$ cat src/design/fuap_pkg.sv
package fuap_pkg;

    localparam int BLOCKS            = 4;
    localparam int FIRST_BLOCK_UNITS = 256;
    localparam int TOTAL_UNITS       = FIRST_BLOCK_UNITS * ((1 << BLOCKS) - 1);
    localparam int MAX_BLOCK_UNITS   = FIRST_BLOCK_UNITS << (BLOCKS - 1);

    // Unit index width is fixed by the word format.
    localparam int UNIT_W = 12;
    localparam int EXT_W  = UNIT_W + 1;
    localparam int ADDR_W = (TOTAL_UNITS > 1) ? $clog2(TOTAL_UNITS) : 1;
    localparam int CNT_W  = $clog2(MAX_BLOCK_UNITS + 1);
    localparam int BLK_W  = (BLOCKS > 1) ? $clog2(BLOCKS) : 1;
    localparam int ACT_W  = $clog2(BLOCKS + 1);

    localparam logic CMD_ALLOC = 1'b0;
    localparam logic CMD_FREE  = 1'b1;

    typedef enum logic [1:0] {
        ST_OK         = 2'd0,
        ST_NO_BLOCK   = 2'd1,
        ST_NO_OWNER   = 2'd2,
        ST_STACK_FULL = 2'd3
    } t_status;

    typedef struct packed {
        logic              cmd;
        logic [UNIT_W-1:0] unit_index;
    } t_req;

    typedef struct packed {
        logic              ok;
        logic [UNIT_W-1:0] granted_unit;
        t_status           status;
    } t_resp;

    // Controller to datapath commands.
    typedef struct packed {
        logic load_req;
        logic decide;
        logic load_out;
    } t_dp_cmd;

    function automatic logic [EXT_W-1:0] block_base(input int b);
        return EXT_W'(FIRST_BLOCK_UNITS * ((1 << b) - 1));
    endfunction

    function automatic logic [CNT_W-1:0] block_units(input int b);
        return CNT_W'(FIRST_BLOCK_UNITS << b);
    endfunction

endpackage

$ cat src/design/fuap_ctrl.sv
module fuap_ctrl
    import fuap_pkg::*;
(
    input  logic    i_clk,
    input  logic    i_rst_n,
    input  logic    i_in_valid,
    output logic    o_in_stall,
    output logic    o_out_valid,
    input  logic    i_out_stall,
    output t_dp_cmd o_cmd
);

    typedef enum logic [1:0] {
        S_IDLE,
        S_DECIDE,
        S_EMIT
    } t_state;

    t_state r_state, n_state;
    logic   r_out_valid, n_out_valid;
    logic   out_free, accept, load_out;

    assign out_free   = !r_out_valid || !i_out_stall;
    assign load_out   = (r_state == S_EMIT) && out_free;
    // A new word may enter while the previous result is being loaded out.
    assign o_in_stall = !((r_state == S_IDLE) || load_out);
    assign accept     = i_in_valid && !o_in_stall;

    always_comb begin
        n_state = r_state;
        case (r_state)
            S_IDLE:   if (accept) n_state = S_DECIDE;
            S_DECIDE: n_state = S_EMIT;
            S_EMIT: begin
                if (load_out) begin
                    n_state = accept ? S_DECIDE : S_IDLE;
                end
            end
            default:  n_state = S_IDLE;
        endcase
        n_out_valid = load_out || (r_out_valid && i_out_stall);
    end

    always_ff @(posedge i_clk) begin
        if (!i_rst_n) begin
            r_state     <= S_IDLE;
            r_out_valid <= 1'b0;
        end else begin
            r_state     <= n_state;
            r_out_valid <= n_out_valid;
        end
    end

    assign o_out_valid    = r_out_valid;
    assign o_cmd.load_req = accept;
    assign o_cmd.decide   = (r_state == S_DECIDE);
    assign o_cmd.load_out = load_out;

endmodule

$ cat config.mk
export PLATFORM = sky130hd
export DESIGN_NAME = fuap_ctrl
export DESIGN_NICKNAME = d
export VERILOG_FILES = /design/src/design/fuap_pkg.sv /design/src/design/fuap_ctrl.sv
export SDC_FILE = /design/constraint.sdc
export NUM_CORES = 1
export LEC_CHECK = 0
export ABC_CLOCK_PERIOD_IN_PS = 1900
export BUFFER_PORTS_ARGS = -buffer_cell sky130_fd_sc_hd__buf_2
export CORE_AREA = 4 4 41 43
export DETAILED_ROUTE_END_ITERATION = 8
export DIE_AREA = 0 0 45 47
export GPL_TIMING_DRIVEN = 0
export PLACE_DENSITY = 0.33
export SLEW_MARGIN = 20
export SYNTH_ARGS = -nofsm -noshare
export SYNTH_HDL_FRONTEND = slang
export SYNTH_SLANG_ARGS = --single-unit
$ cat constraint.sdc
create_clock -name i_clk -period 1.9 [get_ports i_clk]
set_input_delay 0.285 -clock i_clk [delete_from_list [all_inputs] [get_ports i_clk]]
set_output_delay 0.285 -clock i_clk [all_outputs]
set_load 0.05 [all_outputs]
# --- After elaboration in Yosys (flattened, before gate mapping) ---
# Cells that the tools add are included.
word_totals:
  register_bits: 3
  in_bits: 4
op_classes:
  n_eq_ne: 4
  muxes: 4
  n_reduce_logical: 11
op_table:
  columns: ["cell", "count"]
  rows:
  - ["2-bit case mux with 3 select lines", 1]
  - ["2-bit two-way mux", 2]
  - ["2-bit != test (second input constant)", 2]
  - ["1-bit logical AND", 3]
  - ["1-bit zero test", 3]
  - ["1-bit logical OR", 3]
  - ["2-bit by 1-bit == test with 1-bit output (second input constant)", 1]
  - ["2-bit == test (second input constant)", 1]
  - ["2-bit zero test", 1]
  - ["2-bit AND reduction", 1]
  - ["1-bit two-way mux", 1]

# --- Logic depth before layout (Yosys ltp) ---
depth:
  word_depth: 8
  ltp_mapped: 3
  depth_no_buf: 2

# --- Worst setup path after synthesis ---
# Ideal clock, no wire load.
synth_timing:
  kind: "register to output"
  start: "reg r_out_valid (netlist: o_out_valid)"
  end: "out o_in_stall"
  arrival_time_ns: 1.226
  slack_ns: 0.389
  stages_incl_launch_ff: 3
  n_path_buf: 0
  cell_sequence: "dfxtp_1 -> nand3_1 -> nand2b_1"
synth_between:
  elab_chain_len: 5
synth_rtl:
  columns: ["item", "line_no", "text"]
  rows:
  - ["start: declaration", "fuap_ctrl.sv:20", "logic r_out_valid, n_out_valid;"]
  - ["start signal: assignment", "fuap_ctrl.sv:50", "r_out_valid <= n_out_valid;"]
  - ["1-bit zero test", "fuap_ctrl.sv:23", "assign out_free = !r_out_valid || !i_out_stall;"]
  - ["1-bit logical OR", "fuap_ctrl.sv:23", null]
  - ["1-bit logical AND", "fuap_ctrl.sv:24", "assign load_out = (r_state == S_EMIT) && out_free;"]
  - ["1-bit logical OR", "fuap_ctrl.sv:26", "assign o_in_stall = !((r_state == S_IDLE) || load_out);"]
  - ["1-bit zero test", "fuap_ctrl.sv:26", null]
  - ["end: declaration", "fuap_ctrl.sv:7", "output logic o_in_stall,"]
# Every way passes these cells.

# --- Worst setup path in the final report ---
layout_timing:
  start: "reg r_out_valid (netlist: o_out_valid)"
  end: "out o_cmd[2] (netlist name)"
layout_between:
  elab_chain_len: 5
layout_rtl:
  columns: ["item", "line_no", "text"]
  rows:
  - ["1-bit zero test", "fuap_ctrl.sv:23", null]
  - ["1-bit logical OR", "fuap_ctrl.sv:23", null]
  - ["1-bit logical AND", "fuap_ctrl.sv:24", null]
  - ["1-bit logical OR", "fuap_ctrl.sv:26", null]
  - ["1-bit logical AND", "fuap_ctrl.sv:27", "assign accept = i_in_valid && !o_in_stall;"]
  - ["end: declaration", "fuap_ctrl.sv:10", "output t_dp_cmd o_cmd"]
# Every way passes these cells.

==> metrics.txt <==
hold endpoint=r_state[1]; worst-skew pair later-pin latency=between 0.2 and 0.25 ns; # IOs=9; CP delay by family, top=flip-flops; HP Start=i_rst_n; Synth top cells by count=3 x buf_4, 3 x dfxtp_1, 2 x and4b_1, 2 x nand2b_1; Tcrit/Tclk final=about four fifths; arrival time at the worst endpoint=around 1.3 ns; fin crit period=roughly 1.5 ns; status=finished clean; total core area=between 0.001 and 0.0015 mm^2; Tightest Pin Transition=between 0.2 and 0.3 ns; P_leak=0.128 nW; hold buffer count at cts=0; effective utilization at floorplan=12.3%; Post-synth ARST share=0%; top post-synthesis cells by area=dfxtp_1 38%, buf_4 14%, and4b_1 13%, nand2b_1 7.8%, and3b_1 5.5%; Global Route Usage Sum=about 5%; Detailed Route Iter0 Violations=1; IO buf count=8; WHS Path Cells=2; worst reg2reg endpoint=r_state[1]; mean routed wirelength per cell=between 8 and 9 um; adder-cell share of the synthesized area=0%; First-pass DRT Iterations=3; Yosys Warn Count=0; post-CTS setup repair buffer count=0; design area=~250 um^2; H-Tree Level Count=1; Yosys top cell by area=dfxtp_1; placed insts=40; r2r setup slk=around 1.1 ns; Post-synth EDFFs=0; Clock Pin Slew Worst Setup and Hold Paths=approximately 0.030 ns; Worst Setup Start Kind=flip-flop; routed wire length=372 um; skew final=between 0.0003 and 0.0004 ns; vias in the first global route=between 150 and 200; Worst setup EP type=primary output; Avg Cell Area, Syn=between 9 and 10 um^2; Hold Vio Cnt, Final=0; Die Span Y=approximately 47 um; DR DRC count=0; Yosys top cell area share=between 30% and 40%; total gr overflow=0; RSZ-0062 raised after global routing=no; Diodes inserted=0; critical path class=reg -> out; post-route insts no fill=between 40 and 50; Worst Setup Slack, final=0.368 ns; largest family of logic cells by synthesized area=simple AND/OR/NAND/NOR gates; die area=approximately 0.0021 mm^2; GP Congestion=~0.59; global-route wire length before repair=~700 um; clk buf depth=2; synthesized cell area=160 um^2; Mapped Cells=17; vias per cell=~3.6; final net count=34; clk root buf=clkbuf_4; Max-cap violations=0; Die W=roughly 45 um; num rows=13; Max Slew Vio Count=0; crit-path cells=nand3_1 -> and3b_1 -> buf_4 -> buf_2; Synth Area in Compound Gates=between 10% and 20%; mux contribution to synthesized area=0%; CP peak stage delay=approximately 0.38 ns; crit path buf inv count=2; cell at the slowest stage of the critical path=dfxtp_1; CP Max Fanout=5; CTS Sinks=3; setup tns final=0 ns; Mapped Nets=21; initial antenna violation count=0; min-delay worst type=in -> reg; RR Startpoint=r_state[1]; post-cts resize count=0; post-route antenna net violation count=0; Yosys reg bits=3; area grow syn2layout=53.1%; share of cells above drive strength 1=approximately half; sequential fraction of the synthesis area=37.5%; setup violators final=0; Post-Synth Simple-Gate Area=a little over a third; Peak Freq=approximately 650 MHz; setup slack at placement=just under 0.6 ns; Placed Area=219 um^2; Max-slew headroom=a little over four fifths; synth unique cells=11; Peak VDD IR=~0.00054 V; Synth Area in XOR/XNOR=0%; Reg2Reg Depth=2; total CTS buffers=3; Required @ worst endpoint=between 1.5 and 2 ns; ys flop type=dfxtp_1; Tot Pwr=between 0.2 and 0.25 mW; HPWL Detailed=about 300 um; DR vias=approximately 160; largest net degree at the start of global routing=7; CTS tree=yes; PwrDens=895 mW/mm^2
[per-layer routing]
metal / part of all wire (%) / wire [um] / track usage (%)
met5: 0 / 0 / 0
met4: 0 / 0 / 0
met3: 12 / 46 / 6.13
met2: 39 / 145 / 7.06
met1: 48 / 180 / 4.99
[stage by stage]
step                util (%)  hold WS (ns)
detailed placement      16.8         0.508
finish                  18.8         0.289
global route            18.8         0.299
floorplan                  -         0.402
global placement        16.8         0.497
CTS                     18.8         0.284
[cells by family (layout without fill, tap and decap cells)]
| group | after synthesis | count (layout) |
|---|---|---|
| buffers and inverters | 3 | 15 |
| AOI/OAI and AO/OA | 3 | 3 |
| DFF | 3 | 3 |
| and+or+nand+nor | 8 | 8 |
[cell type report]
class                           count  area, um^2
Fill cell                         156        1060
Multi-Input combinational cell     11        77.6
Sequential cell                     3        60.1
Timing Repair Buffer                8        40.0
Clock buffer                        4        26.3
Buffer                              3        22.5
Tap cell                           15        18.8
[worst register-to-register path: stages, from the launching register on]
cell and delay (ns):
dfxtp_1 0.36, and2b_1 0.21, o21a_1 0.17
[report_power, final]
part	total, mW	switching, mW	internal (mW)
combinational	0.0419	0.0269	0.0150
clock	0.108	0.0299	0.0785
sequential	0.0691	0.00287	0.0662
total	0.219	0.0597	0.160
[worst max path at each step]
stage                      startpoint    endpoint  slack [ns]  cells after the start
after floorplan           o_out_valid  o_in_stall        0.39                      2
after global placement    i_out_stall    o_cmd[2]        0.60                      5
after detailed placement  i_out_stall    o_cmd[2]        0.58                      5
after CTS                 o_out_valid    o_cmd[2]        0.36                      4
after global routing      o_out_valid    o_cmd[2]        0.27                      4
final                     o_out_valid    o_cmd[2]        0.37                      4
[layout by cell type, fill, tap and decap left out]
cell type / n
buf_2: 8
buf_4: 3
clkbuf_4: 3
dfxtp_1: 3
nand2b_1: 2
and4b_1: 2
and2b_1: 1
a21oi_1: 1
nand3_1: 1
and3b_1: 1
o21a_1: 1
nand2_1: 1
a21boi_0: 1
clkbuf_1: 1
[sequential cells by signal, indices dropped and copies added (netlist names)]
register / count
o_out_valid: 1
r_state: 2
No activity file was read; power rests on OpenSTA's default activity.
